<file path="src/rtl/core/ocg_pkg.sv">
// Shared types and constants for the output channel guard with dim ramp.
// Used by the controller, the datapath and the top level.
package ocg_pkg;

  localparam int unsigned MAX_DURATION_SEC_DEF  = 86400;
  localparam int unsigned DEFAULT_MAX_ON_MS_DEF = 3600000;

  localparam int unsigned RAMP_Q_W  = 10;
  localparam int unsigned DIV_CNT_W = 4;
  localparam logic [DIV_CNT_W-1:0] DIV_LAST = DIV_CNT_W'(RAMP_Q_W - 1);

  localparam logic [31:0] RECIP_1000 = 32'd274877907;
  localparam int unsigned RECIP_SHIFT = 38;

  localparam logic [1:0] EV_NONE     = 2'd0;
  localparam logic [1:0] EV_CHANGED  = 2'd1;
  localparam logic [1:0] EV_REJECTED = 2'd2;

  localparam logic [1:0] RS_NONE    = 2'd0;
  localparam logic [1:0] RS_MISSING = 2'd1;
  localparam logic [1:0] RS_TIMER   = 2'd2;
  localparam logic [1:0] RS_MAX_ON  = 2'd3;

  localparam logic CFG_MODE  = 1'b0;
  localparam logic CFG_LIMIT = 1'b1;

  localparam logic MODE_SWITCH = 1'b0;

  localparam logic CMD_APPLY = 1'b0;
  localparam logic CMD_TICK  = 1'b1;

  typedef struct packed {
    logic load;
    logic prep;
    logic mul;
    logic step;
    logic update;
  } ocg_cmd_t;

  typedef struct packed {
    logic slot_free;
  } ocg_sts_t;

endpackage

</file>
<file path="src/rtl/core/ocg_ctrl.sv">
// Sequencer for one item: load, prepare, multiply, ramp division, update.
// Depends on ocg_pkg for the command and status structs.
module ocg_ctrl import ocg_pkg::*; (
  input  logic     clk,
  input  logic     rst_n,
  input  logic     in_valid,
  output logic     in_ready,
  input  ocg_sts_t sts,
  output ocg_cmd_t cmd
);

  typedef enum logic [2:0] {
    ST_IDLE, ST_PREP, ST_MUL, ST_DIV, ST_UPD
  } state_t;

  state_t               state_r, state_nxt;
  logic [DIV_CNT_W-1:0] cnt_r, cnt_nxt;

  always_comb begin
    state_nxt = state_r;
    cnt_nxt   = cnt_r;
    unique case (state_r)
      ST_IDLE: begin
        if (in_valid) state_nxt = ST_PREP;
      end
      ST_PREP: state_nxt = ST_MUL;
      ST_MUL: begin
        state_nxt = ST_DIV;
        cnt_nxt   = '0;
      end
      ST_DIV: begin
        cnt_nxt = cnt_r + 1'b1;
        if (cnt_r == DIV_LAST) state_nxt = ST_UPD;
      end
      ST_UPD: begin
        if (sts.slot_free) state_nxt = ST_IDLE;
      end
      default: state_nxt = ST_IDLE;
    endcase
  end

  always_ff @(posedge clk) begin
    if (!rst_n) begin
      state_r <= ST_IDLE;
      cnt_r   <= '0;
    end else begin
      state_r <= state_nxt;
      cnt_r   <= cnt_nxt;
    end
  end

  assign in_ready   = (state_r == ST_IDLE);
  assign cmd.load   = (state_r == ST_IDLE) && in_valid;
  assign cmd.prep   = (state_r == ST_PREP);
  assign cmd.mul    = (state_r == ST_MUL);
  assign cmd.step   = (state_r == ST_DIV);
  assign cmd.update = (state_r == ST_UPD) && sts.slot_free;

endmodule

</file>
<file path="src/rtl/core/ocg_dp.sv">
// Channel state, counters, ramp arithmetic and the result register.
// Depends on ocg_pkg; driven by commands from ocg_ctrl.
module ocg_dp import ocg_pkg::*; #(
  parameter int unsigned MAX_DURATION_SEC  = MAX_DURATION_SEC_DEF,
  parameter int unsigned DEFAULT_MAX_ON_MS = DEFAULT_MAX_ON_MS_DEF
) (
  input  logic               clk,
  input  logic               rst_n,
  input  ocg_cmd_t           cmd,
  output ocg_sts_t           sts,
  input  logic               cfg_valid,
  input  logic               cfg_index,
  input  logic [31:0]        cfg_data,
  input  logic               in_cmd,
  input  logic [31:0]        in_now_ms,
  input  logic               in_state_given,
  input  logic               in_on_wanted,
  input  logic               in_has_pwm,
  input  logic signed [15:0] in_pwm_request,
  input  logic               in_level_given,
  input  logic signed [15:0] in_level_request,
  input  logic               in_ramp_given,
  input  logic [15:0]        in_ramp_seconds,
  input  logic               in_timer_given,
  input  logic [15:0]        in_duration_seconds,
  input  logic               out_ready,
  output logic               out_valid,
  output logic [1:0]         out_event_kind,
  output logic [1:0]         out_reason_code,
  output logic               out_output_on,
  output logic [7:0]         out_pwm_duty,
  output logic [9:0]         out_dim_level,
  output logic               out_was_cutoff,
  output logic               out_ramp_active,
  output logic [31:0]        out_cycle_total,
  output logic [31:0]        out_on_seconds_total,
  output logic [31:0]        out_on_seconds_live,
  output logic [31:0]        out_cutoff_total
);

  localparam logic [16:0] MAX_SEC = (MAX_DURATION_SEC > 65535) ? 17'd65535
                                                               : 17'(MAX_DURATION_SEC);
  localparam logic [31:0] DEF_LIM = 32'(DEFAULT_MAX_ON_MS);

  logic        mode_r;
  logic [31:0] limit_r;

  logic        lit_r, off_armed_r, ramp_running_r;
  logic [7:0]  duty_r;
  logic [9:0]  level_r, ramp_origin_r, ramp_target_r;
  logic [31:0] lit_since_r, off_deadline_r, ramp_begin_r, ramp_finish_r;
  logic [31:0] cycles_r, on_sum_r, cutoffs_r;

  logic        c_cmd_r, c_hs_r, c_son_r, c_hp_r, c_hl_r, c_hr_r, c_hd_r;
  logic [31:0] c_now_r;
  logic signed [15:0] c_pwm_r, c_lvl_r;
  logic [15:0] c_rsec_r, c_dsec_r;

  logic [31:0] d_r, span_r, pos_r, rms_r, dms_r, sec_r, rem_sub;
  logic [9:0]  mag_r, q_r, low_r;
  logic [32:0] rem_r, rem_sh;
  logic [63:0] recip_prod;
  logic [41:0] ramp_prod;
  logic [16:0] rsec_c, dsec_c;
  logic [31:0] span_c, pos_c;
  logic [31:0] dl_gap, fin_gap;

  always_ff @(posedge clk) begin
    if (!rst_n) begin
      mode_r  <= 1'b0;
      limit_r <= '0;
    end else if (cfg_valid) begin
      unique case (cfg_index)
        CFG_MODE:  mode_r  <= cfg_data[0];
        CFG_LIMIT: limit_r <= cfg_data;
        default: ;
      endcase
    end
  end

  always_ff @(posedge clk) begin
    if (cmd.load) begin
      c_cmd_r  <= in_cmd;
      c_now_r  <= in_now_ms;
      c_hs_r   <= in_state_given;
      c_son_r  <= in_on_wanted;
      c_hp_r   <= in_has_pwm;
      c_pwm_r  <= in_pwm_request;
      c_hl_r   <= in_level_given;
      c_lvl_r  <= in_level_request;
      c_hr_r   <= in_ramp_given;
      c_rsec_r <= in_ramp_seconds;
      c_hd_r   <= in_timer_given;
      c_dsec_r <= in_duration_seconds;
    end
  end

  assign span_c  = ramp_finish_r - ramp_begin_r;
  assign pos_c   = c_now_r - ramp_begin_r;
  assign dl_gap  = c_now_r - off_deadline_r;
  assign fin_gap = c_now_r - ramp_finish_r;
  assign rsec_c = ({1'b0, c_rsec_r} > MAX_SEC) ? MAX_SEC : {1'b0, c_rsec_r};
  assign dsec_c = ({1'b0, c_dsec_r} > MAX_SEC) ? MAX_SEC : {1'b0, c_dsec_r};

  always_ff @(posedge clk) begin
    if (cmd.prep) begin
      d_r    <= c_now_r - lit_since_r;
      span_r <= span_c;
      pos_r  <= (pos_c > span_c) ? span_c : pos_c;
      mag_r  <= (ramp_target_r >= ramp_origin_r) ? ramp_target_r - ramp_origin_r
                                                 : ramp_origin_r - ramp_target_r;
      rms_r  <= 32'(rsec_c * 32'd1000);
      dms_r  <= 32'(dsec_c * 32'd1000);
    end
  end

  assign recip_prod = 64'(d_r) * 64'(RECIP_1000);
  assign ramp_prod  = 42'(mag_r) * 42'(pos_r);
  assign rem_sh     = {rem_r[31:0], low_r[RAMP_Q_W-1]};
  assign rem_sub    = 32'(rem_sh - {1'b0, span_r});

  always_ff @(posedge clk) begin
    if (cmd.mul) begin
      sec_r <= 32'(recip_prod >> RECIP_SHIFT);
      rem_r <= {1'b0, ramp_prod[41:RAMP_Q_W]};
      low_r <= ramp_prod[RAMP_Q_W-1:0];
      q_r   <= '0;
    end else if (cmd.step) begin
      low_r <= {low_r[RAMP_Q_W-2:0], 1'b0};
      if (rem_sh >= {1'b0, span_r}) begin
        rem_r <= {1'b0, rem_sub};
        q_r   <= {q_r[RAMP_Q_W-2:0], 1'b1};
      end else begin
        rem_r <= rem_sh;
        q_r   <= {q_r[RAMP_Q_W-2:0], 1'b0};
      end
    end
  end

  logic        lit_nxt, armed_nxt, run_nxt;
  logic [7:0]  duty_nxt;
  logic [9:0]  level_nxt, org_nxt, tgt_nxt;
  logic [31:0] since_nxt, dead_nxt, begin_nxt, finish_nxt;
  logic [31:0] cyc_nxt, sum_nxt, cut_nxt, live;
  logic [1:0]  kind, reason;
  logic        cutf, drv_on, drv_lit, drv_en;
  logic [7:0]  drv_duty, a_duty, p_sat;
  logic [9:0]  drv_level, a_level, l_sat, lvl;
  logic        a_on, reject;
  logic [31:0] lim;

  always_comb begin
    lit_nxt = lit_r;  armed_nxt = off_armed_r;  run_nxt = ramp_running_r;
    duty_nxt = duty_r;  level_nxt = level_r;
    org_nxt = ramp_origin_r;  tgt_nxt = ramp_target_r;
    since_nxt = lit_since_r;  dead_nxt = off_deadline_r;
    begin_nxt = ramp_begin_r;  finish_nxt = ramp_finish_r;
    cyc_nxt = cycles_r;  sum_nxt = on_sum_r;  cut_nxt = cutoffs_r;
    kind = EV_NONE;  reason = RS_NONE;  cutf = 1'b0;
    drv_en = 1'b0;  drv_lit = 1'b0;  drv_duty = '0;  drv_level = '0;
    drv_on = 1'b0;
    a_on = lit_r;  a_duty = duty_r;  a_level = level_r;
    p_sat = c_pwm_r[15] ? 8'd0 : ((c_pwm_r > 16'sd255) ? 8'd255 : c_pwm_r[7:0]);
    l_sat = c_lvl_r[15] ? 10'd0 : ((c_lvl_r > 16'sd1023) ? 10'd1023 : c_lvl_r[9:0]);
    lim = (mode_r == MODE_SWITCH && limit_r == '0) ? DEF_LIM : limit_r;
    lvl = (ramp_target_r >= ramp_origin_r) ? ramp_origin_r + q_r : ramp_origin_r - q_r;
    reject = (mode_r == MODE_SWITCH) ? !(c_hs_r || c_hp_r) : !(c_hs_r || c_hl_r);

    if (c_cmd_r == CMD_APPLY) begin
      if (reject) begin
        kind = EV_REJECTED;
        reason = RS_MISSING;
      end else begin
        kind = EV_CHANGED;
        if (mode_r == MODE_SWITCH) begin
          if (c_hs_r) begin
            a_on = c_son_r;
            a_duty = c_son_r ? 8'd255 : 8'd0;
          end
          if (c_hp_r) begin
            a_duty = p_sat;
            a_on = (p_sat != 8'd0);
          end
        end else begin
          if (c_hl_r) begin
            a_level = l_sat;
            a_on = (l_sat != 10'd0);
          end
          if (c_hs_r && !c_son_r) begin
            a_level = '0;
            a_on = 1'b0;
          end else if (c_hs_r && c_son_r && !c_hl_r) begin
            a_level = 10'd1023;
            a_on = 1'b1;
          end
        end
        if (c_hd_r && c_dsec_r != '0) begin
          dead_nxt = c_now_r + dms_r;
          armed_nxt = 1'b1;
        end
        drv_en = 1'b1;
        drv_duty = a_duty;
        if (mode_r != MODE_SWITCH && c_hr_r && a_on && c_rsec_r != '0) begin
          org_nxt = level_r;
          tgt_nxt = a_level;
          begin_nxt = c_now_r;
          finish_nxt = c_now_r + rms_r;
          run_nxt = 1'b1;
          drv_lit = 1'b1;
          drv_level = level_r;
        end else begin
          if (mode_r != MODE_SWITCH) run_nxt = 1'b0;
          drv_lit = a_on;
          drv_level = a_level;
        end
      end
    end else begin
      if (off_armed_r && !dl_gap[31]) begin
        drv_en = 1'b1;
        cut_nxt = cutoffs_r + 1'b1;
        kind = EV_CHANGED;  reason = RS_TIMER;  cutf = 1'b1;
      end else if (lit_r && lim != '0 && d_r > lim) begin
        drv_en = 1'b1;
        cut_nxt = cutoffs_r + 1'b1;
        kind = EV_CHANGED;  reason = RS_MAX_ON;  cutf = 1'b1;
      end else if (ramp_running_r) begin
        if (!fin_gap[31]) begin
          run_nxt = 1'b0;
          level_nxt = ramp_target_r;
          lit_nxt = (ramp_target_r != '0);
          if (ramp_target_r == '0) duty_nxt = '0;
          kind = EV_CHANGED;
        end else if (span_r != '0 && lvl != level_r) begin
          level_nxt = lvl;
          kind = EV_CHANGED;
        end
      end
    end

    if (drv_en) begin
      lit_nxt = drv_lit;
      duty_nxt = drv_lit ? drv_duty : 8'd0;
      level_nxt = drv_lit ? drv_level : 10'd0;
      if (drv_lit && !lit_r) begin
        since_nxt = c_now_r;
        cyc_nxt = cycles_r + 1'b1;
        drv_on = 1'b1;
      end
      if (!drv_lit && lit_r) begin
        sum_nxt = on_sum_r + sec_r;
        armed_nxt = 1'b0;
        run_nxt = 1'b0;
      end
    end

    live = sum_nxt + ((lit_nxt && !drv_on) ? sec_r : 32'd0);
  end

  always_ff @(posedge clk) begin
    if (!rst_n) begin
      lit_r <= 1'b0;  off_armed_r <= 1'b0;  ramp_running_r <= 1'b0;
      duty_r <= '0;  level_r <= '0;  ramp_origin_r <= '0;  ramp_target_r <= '0;
      lit_since_r <= '0;  off_deadline_r <= '0;
      ramp_begin_r <= '0;  ramp_finish_r <= '0;
      cycles_r <= '0;  on_sum_r <= '0;  cutoffs_r <= '0;
    end else if (cmd.update) begin
      lit_r <= lit_nxt;  off_armed_r <= armed_nxt;  ramp_running_r <= run_nxt;
      duty_r <= duty_nxt;  level_r <= level_nxt;
      ramp_origin_r <= org_nxt;  ramp_target_r <= tgt_nxt;
      lit_since_r <= since_nxt;  off_deadline_r <= dead_nxt;
      ramp_begin_r <= begin_nxt;  ramp_finish_r <= finish_nxt;
      cycles_r <= cyc_nxt;  on_sum_r <= sum_nxt;  cutoffs_r <= cut_nxt;
    end
  end

  always_ff @(posedge clk) begin
    if (!rst_n) begin
      out_valid <= 1'b0;
    end else if (cmd.update) begin
      out_valid <= 1'b1;
    end else if (out_ready) begin
      out_valid <= 1'b0;
    end
  end

  always_ff @(posedge clk) begin
    if (cmd.update) begin
      out_event_kind       <= kind;
      out_reason_code      <= reason;
      out_output_on        <= lit_nxt;
      out_pwm_duty         <= duty_nxt;
      out_dim_level        <= level_nxt;
      out_was_cutoff       <= cutf;
      out_ramp_active      <= run_nxt;
      out_cycle_total      <= cyc_nxt;
      out_on_seconds_total <= sum_nxt;
      out_on_seconds_live  <= live;
      out_cutoff_total     <= cut_nxt;
    end
  end

  assign sts.slot_free = !out_valid || out_ready;

endmodule

</file>
<file path="src/rtl/core/output_channel_guard_ramp.sv">
// Top level of the output channel guard with dim ramp.
// Depends on ocg_pkg, ocg_ctrl and ocg_dp.
//
// Usage: configuration writes arrive on the cfg_ channel (index 0 selects
// the channel mode, index 1 the max-on limit in ms); cfg_ready is always
// high and writes belong in idle periods only.
// Each beat on the in_ channel is an apply command or a time tick and
// yields exactly one beat on the out_ channel.
// From the accepting edge to output valid an item passes a prepare state,
// a multiply state for the seconds conversion and ramp product, the
// radix-2 ramp divider for the ten-bit quotient and an update state.
// One item is in flight at a time; the sequencer takes the next beat only
// after the item before it has left the update state and it is idle again.
// in_ready is high while the sequencer is idle, also while a finished
// result still waits in the output register.
// When the receiver stalls, the next item is held at its update cycle
// until the output register is free.
// Synchronous reset clears the channel state, counters, configuration registers and output valid.
module output_channel_guard_ramp import ocg_pkg::*; #(
  parameter int unsigned MAX_DURATION_SEC  = MAX_DURATION_SEC_DEF,
  parameter int unsigned DEFAULT_MAX_ON_MS = DEFAULT_MAX_ON_MS_DEF
) (
  input  logic               clk,
  input  logic               rst_n,
  input  logic               cfg_valid,
  output logic               cfg_ready,
  input  logic               cfg_index,
  input  logic [31:0]        cfg_data,
  input  logic               in_valid,
  output logic               in_ready,
  input  logic               in_cmd,
  input  logic [31:0]        in_now_ms,
  input  logic               in_state_given,
  input  logic               in_on_wanted,
  input  logic               in_has_pwm,
  input  logic signed [15:0] in_pwm_request,
  input  logic               in_level_given,
  input  logic signed [15:0] in_level_request,
  input  logic               in_ramp_given,
  input  logic [15:0]        in_ramp_seconds,
  input  logic               in_timer_given,
  input  logic [15:0]        in_duration_seconds,
  output logic               out_valid,
  input  logic               out_ready,
  output logic [1:0]         out_event_kind,
  output logic [1:0]         out_reason_code,
  output logic               out_output_on,
  output logic [7:0]         out_pwm_duty,
  output logic [9:0]         out_dim_level,
  output logic               out_was_cutoff,
  output logic               out_ramp_active,
  output logic [31:0]        out_cycle_total,
  output logic [31:0]        out_on_seconds_total,
  output logic [31:0]        out_on_seconds_live,
  output logic [31:0]        out_cutoff_total
);

  ocg_cmd_t cmd;
  ocg_sts_t sts;

  assign cfg_ready = 1'b1;

  ocg_ctrl u_ctrl (
    .clk      (clk),
    .rst_n    (rst_n),
    .in_valid (in_valid),
    .in_ready (in_ready),
    .sts      (sts),
    .cmd      (cmd)
  );

  ocg_dp #(
    .MAX_DURATION_SEC  (MAX_DURATION_SEC),
    .DEFAULT_MAX_ON_MS (DEFAULT_MAX_ON_MS)
  ) u_dp (
    .clk                 (clk),
    .rst_n               (rst_n),
    .cmd                 (cmd),
    .sts                 (sts),
    .cfg_valid           (cfg_valid),
    .cfg_index           (cfg_index),
    .cfg_data            (cfg_data),
    .in_cmd              (in_cmd),
    .in_now_ms           (in_now_ms),
    .in_state_given      (in_state_given),
    .in_on_wanted        (in_on_wanted),
    .in_has_pwm          (in_has_pwm),
    .in_pwm_request      (in_pwm_request),
    .in_level_given      (in_level_given),
    .in_level_request    (in_level_request),
    .in_ramp_given       (in_ramp_given),
    .in_ramp_seconds     (in_ramp_seconds),
    .in_timer_given      (in_timer_given),
    .in_duration_seconds (in_duration_seconds),
    .out_ready           (out_ready),
    .out_valid           (out_valid),
    .out_event_kind      (out_event_kind),
    .out_reason_code     (out_reason_code),
    .out_output_on       (out_output_on),
    .out_pwm_duty        (out_pwm_duty),
    .out_dim_level       (out_dim_level),
    .out_was_cutoff      (out_was_cutoff),
    .out_ramp_active     (out_ramp_active),
    .out_cycle_total     (out_cycle_total),
    .out_on_seconds_total(out_on_seconds_total),
    .out_on_seconds_live (out_on_seconds_live),
    .out_cutoff_total    (out_cutoff_total)
  );

  a_busy_after_accept: assert property (@(posedge clk) disable iff (!rst_n)
    (in_valid && in_ready) |=> !in_ready) else $error("input taken while busy");

  a_quiet_result: assert property (@(posedge clk) disable iff (!rst_n)
    (out_valid && out_event_kind == EV_NONE) |-> (out_reason_code == RS_NONE && !out_was_cutoff))
    else $error("quiet result carries a reason");

  a_cutoff_is_off: assert property (@(posedge clk) disable iff (!rst_n)
    (out_valid && out_was_cutoff) |-> !out_output_on) else $error("cutoff left output on");

  a_duty_needs_on: assert property (@(posedge clk) disable iff (!rst_n)
    (out_valid && out_pwm_duty != 8'd0) |-> out_output_on) else $error("duty while off");

endmodule

</file>
<file path="config.mk">
export PLATFORM = sky130hd
export DESIGN_NAME = output_channel_guard_ramp
export DESIGN_NICKNAME = d
export VERILOG_FILES = /design/src/rtl/core/ocg_pkg.sv /design/src/rtl/core/ocg_ctrl.sv /design/src/rtl/core/ocg_dp.sv /design/src/rtl/core/output_channel_guard_ramp.sv
export SDC_FILE = /design/constraint.sdc
export NUM_CORES = 2
export LEC_CHECK = 0
export ABC_AREA = 1
export BUFFER_PORTS_ARGS = -buffer_cell sky130_fd_sc_hd__buf_2
export CAP_MARGIN = 10
export CORE_MARGIN = 2
export CORE_UTILIZATION = 53
export CTS_BUF_LIST = sky130_fd_sc_hd__clkbuf_2
export DETAILED_ROUTE_END_ITERATION = 8
export HOLD_SLACK_MARGIN = 0.08
export PLACE_DENSITY = 0.75
export SLEW_MARGIN = 20
export SYNTH_ARGS = -nofsm -noshare
export SYNTH_HDL_FRONTEND = slang
export SYNTH_SLANG_ARGS = --single-unit
</file>
<file path="constraint.sdc">
create_clock -name clk -period 7.75 [get_ports clk]
set_input_delay 0.775 -clock clk [delete_from_list [all_inputs] [get_ports clk]]
set_output_delay 0.775 -clock clk [all_outputs]
set_load 0.02 [all_outputs]
</file>
==> results.ini <==
[worst_setup_path]
cpMostUsedCell=fa_1
critPathArrivalTime_ns=8.85
reg2regPathDepth=20
startpoint=u_dp.d_r[19]$_DFFE_PP_
slowest_stage=edfxtp_1
cp_top_family=adder cells
cp.required_ns=9.20
crit_buf_inv=2
endpoint_kind=register
critical_path.max_stage_delay_ns=0.87
crit_type=reg -> reg
critPathLaunchType=register
r2r_start=u_dp.d_r[19]$_DFFE_PP_
crit_path_cell_trace=ha_1 -> fa_1 -> fa_1 -> fa_1 -> fa_1 -> inv_1 -> fa_1 -> inv_1 -> fa_1 -> fa_1 -> ha_1 -> nand2_1 -> nor2_1 -> nand2_1 -> nor4_1 -> nand4_1 -> o211ai_1 -> a21oi_1 -> o21ai_0 -> xor2_1
crit_fanout=12
cp.depth=20

[sta]
setup_viol=0
relSlewSlack=0.184
finalHoldViolations=0
skew_ns=0.204
final.setup.tns_ns=0
fin_crit_sh=0.955
min_period_ns=7.40
max_freq_mhz=135
rsz0062_at_grt=false
tightest_slew_ns=1.22
slew_violations=0

[global_routing]
grt_max_degree=141
antenna_found_initial=8
grt_usage=0.295
grt_pass1_vias=65700
grt_overflow_total=0
grt_pass1_wl_um=345000

[cells_and_area]
syn_to_final_growth_pct=12.0
multi_input_area_sq_um=48100
fillers=12300
final_layout_size_suffix_gt1_frac=0.0822
nNetsFinal=11500
final-seq-area_sq_um=20400

[clock_tree]
cts_tree=built
path_clk_slew_ns=0.14
clockRootBuffer=clkbuf_2
cts_buffers=204
cts_max_level=4
post_cts_buffers=0
clock_sinks=783
clk_latency_ns=1.84
cts_buffer_depth=3

[yosys]
yosys_most_used_dff=edfxtp_1
synth_warnings=0
synth-seq-cells=783
syn_avg_cell_area_sq_um=8.47
async_flop_share=0
syn_inst=9005
seq_area_frac_synth=0.267
synth-edff-count=470
netlist_area_sq_um=76300
netlist-cell-type-count=70

[min_path]
hold_depth=5
hp-class=in -> reg
hp-start=cfg_index

[detailed_routing]
wl_um=215000
vias=64400
wl_per_cell_um=18.2
ant_nets=0
drt_iter0_drc=5101
via_per_inst=5.46
drcViolationCount=0
firstDrtPassIters=8

[die]
pin_count=297
die_area_sq_um=147000
initial_core_util=0.532
fp.dieW_um=383
row_count=139
die_h_um=383
core_sq_um=143000

[job]
drv_cap=0

[place]
detailed_place_hpwl_um=164000
io_buffer_count=295
gp_congestion=0.969

[run_status]
outcome=complete, no violations

[cell type report]
type                            instances  area share
Clock inverter                         95     0.00697
Sequential cell                       783       0.238
Inverter                             1866      0.0821
Tap cell                             1903      0.0278
Clock buffer                          279      0.0163
Multi-Input combinational cell       6147       0.562
Timing Repair Buffer                  723      0.0657
Antenna cell                           12    0.000351
[cell usage in the layout (no fill, tap or decap), types with 13 or more instances in the layout]
cell type	instances
inv_2	15
nor3_1	57
xor2_1	260
clkinv_2	24
o21bai_1	53
o211ai_1	35
nor2_2	13
a22oi_1	13
nand2_4	13
a211oi_2	15
o21a_1	32
nand4_1	68
ha_1	953
fa_1	653
a21boi_0	16
nor4_1	37
nor2_1	487
clkinv_1	56
o21ai_1	45
nand2_2	18
nand3_1	223
buf_4	68
edfxtp_1	470
inv_1	1845
buf_2	294
nand2_1	1510
o21ai_0	552
a21o_1	38
dfxtp_1	313
dlygate4sd3_1	357
a31oi_1	52
a21oi_1	749
xnor2_1	102
a211oi_1	18
clkbuf_2	279
[worst reg2reg max path: stages (launching register included)]
cell      delay (ns)
edfxtp_1        0.87
ha_1            0.38
fa_1            0.41
fa_1            0.53
fa_1            0.44
fa_1            0.52
inv_1           0.06
fa_1            0.54
inv_1           0.05
fa_1            0.46
fa_1            0.49
ha_1            0.37
nand2_1         0.11
nor2_1          0.14
nand2_1         0.07
nor4_1          0.40
nand4_1         0.15
o211ai_1        0.54
a21oi_1         0.20
o21ai_0         0.26
xor2_1          0.09
[metal layers]
layer	vias up	GRT usage	wire length, um
met5	-	0	27
met1	30700	0.374	88100
met4	4	0.133	10700
met2	2441	0.496	101000
li1	30700	-	-
met3	610	0.0483	14900
[synth_stat cells, types with 10 or more instances]
master / instances / area, sq um
inv_1: 1847 / 6930
nand2_1: 1513 / 5680
ha_1: 953 / 11900
a21oi_1: 749 / 3750
fa_1: 653 / 13100
o21ai_0: 553 / 2770
nor2_1: 490 / 1840
edfxtp_1: 470 / 14100
dfxtp_1: 313 / 6270
xor2_1: 260 / 2280
nand3_1: 223 / 1120
clkbuf_1: 164 / 616
xnor2_1: 102 / 893
nand4_1: 68 / 425
nor3_1: 58 / 290
o21bai_1: 54 / 405
a31oi_1: 52 / 325
o21ai_1: 44 / 220
a21o_1: 38 / 285
nor4_1: 37 / 231
o211ai_1: 35 / 263
o21a_1: 32 / 240
buf_2: 28 / 140
a211oi_1: 18 / 135
nand2_2: 18 / 113
a21boi_0: 16 / 120
a211oi_2: 15 / 188
inv_2: 15 / 56.3
a22oi_1: 13 / 97.6
nand3b_1: 12 / 90.1
nor2_2: 12 / 75.1
a221oi_1: 11 / 96.3
nand2_4: 10 / 113
nor3_2: 10 / 100
o22ai_1: 10 / 62.6
[logic make-up after synthesis]
| logic type | count (synthesis) | synth area share |
|---|---|---|
| AOI/OAI and AO/OA | 1687 | 0.123 |
| xor gates and xnor gates | 362 | 0.0415 |
| adders and majority gates | 1606 | 0.328 |
| buffers and inverters | 2076 | 0.104 |
| DFF | 783 | 0.267 |
| muxes | 2 | 0.000262 |
| other | 2 | 0.0000984 |
| and+or+nand+nor | 2487 | 0.137 |
[through the flow]
stage	hold slack (ns)	utilization	worst slack, ns	cells	area (sq um)
global route	0.176	0.596	0.0977	11800	85500
detailed placement	0.454	0.557	0.499	11100	79800
floorplan	0.433	-	0.438	9006	76300
global placement	0.443	0.557	0.579	11100	79800
CTS	0.0812	0.596	0.483	11800	85400
finish	0.202	0.597	0.352	11800	85500
[final timing paths]
path / to / slack [ns]
worst max-delay path: u_dp.sec_r[18]$_DFFE_PP_ / 0.35
worst min-delay path: u_dp.limit_r[4]$_SDFFE_PN0P_ / 0.20
worst max register to register: u_dp.sec_r[18]$_DFFE_PP_ / 0.35
worst min register to register: u_dp.lit_since_r[24]$_SDFFE_PN0P_ / 0.46
[repair_timing]
| action | CTS | global route |
|---|---|---|
| resized for setup | 0 | 3 |
| endpoints found under the setup margin | 0 | 7 |
| hold endpoints to repair | 326 | 0 |
| hold buffers | 358 | 0 |
Power is not shown: default switching activity piles up to over one toggle a cycle in this logic, so the estimate is an artifact.
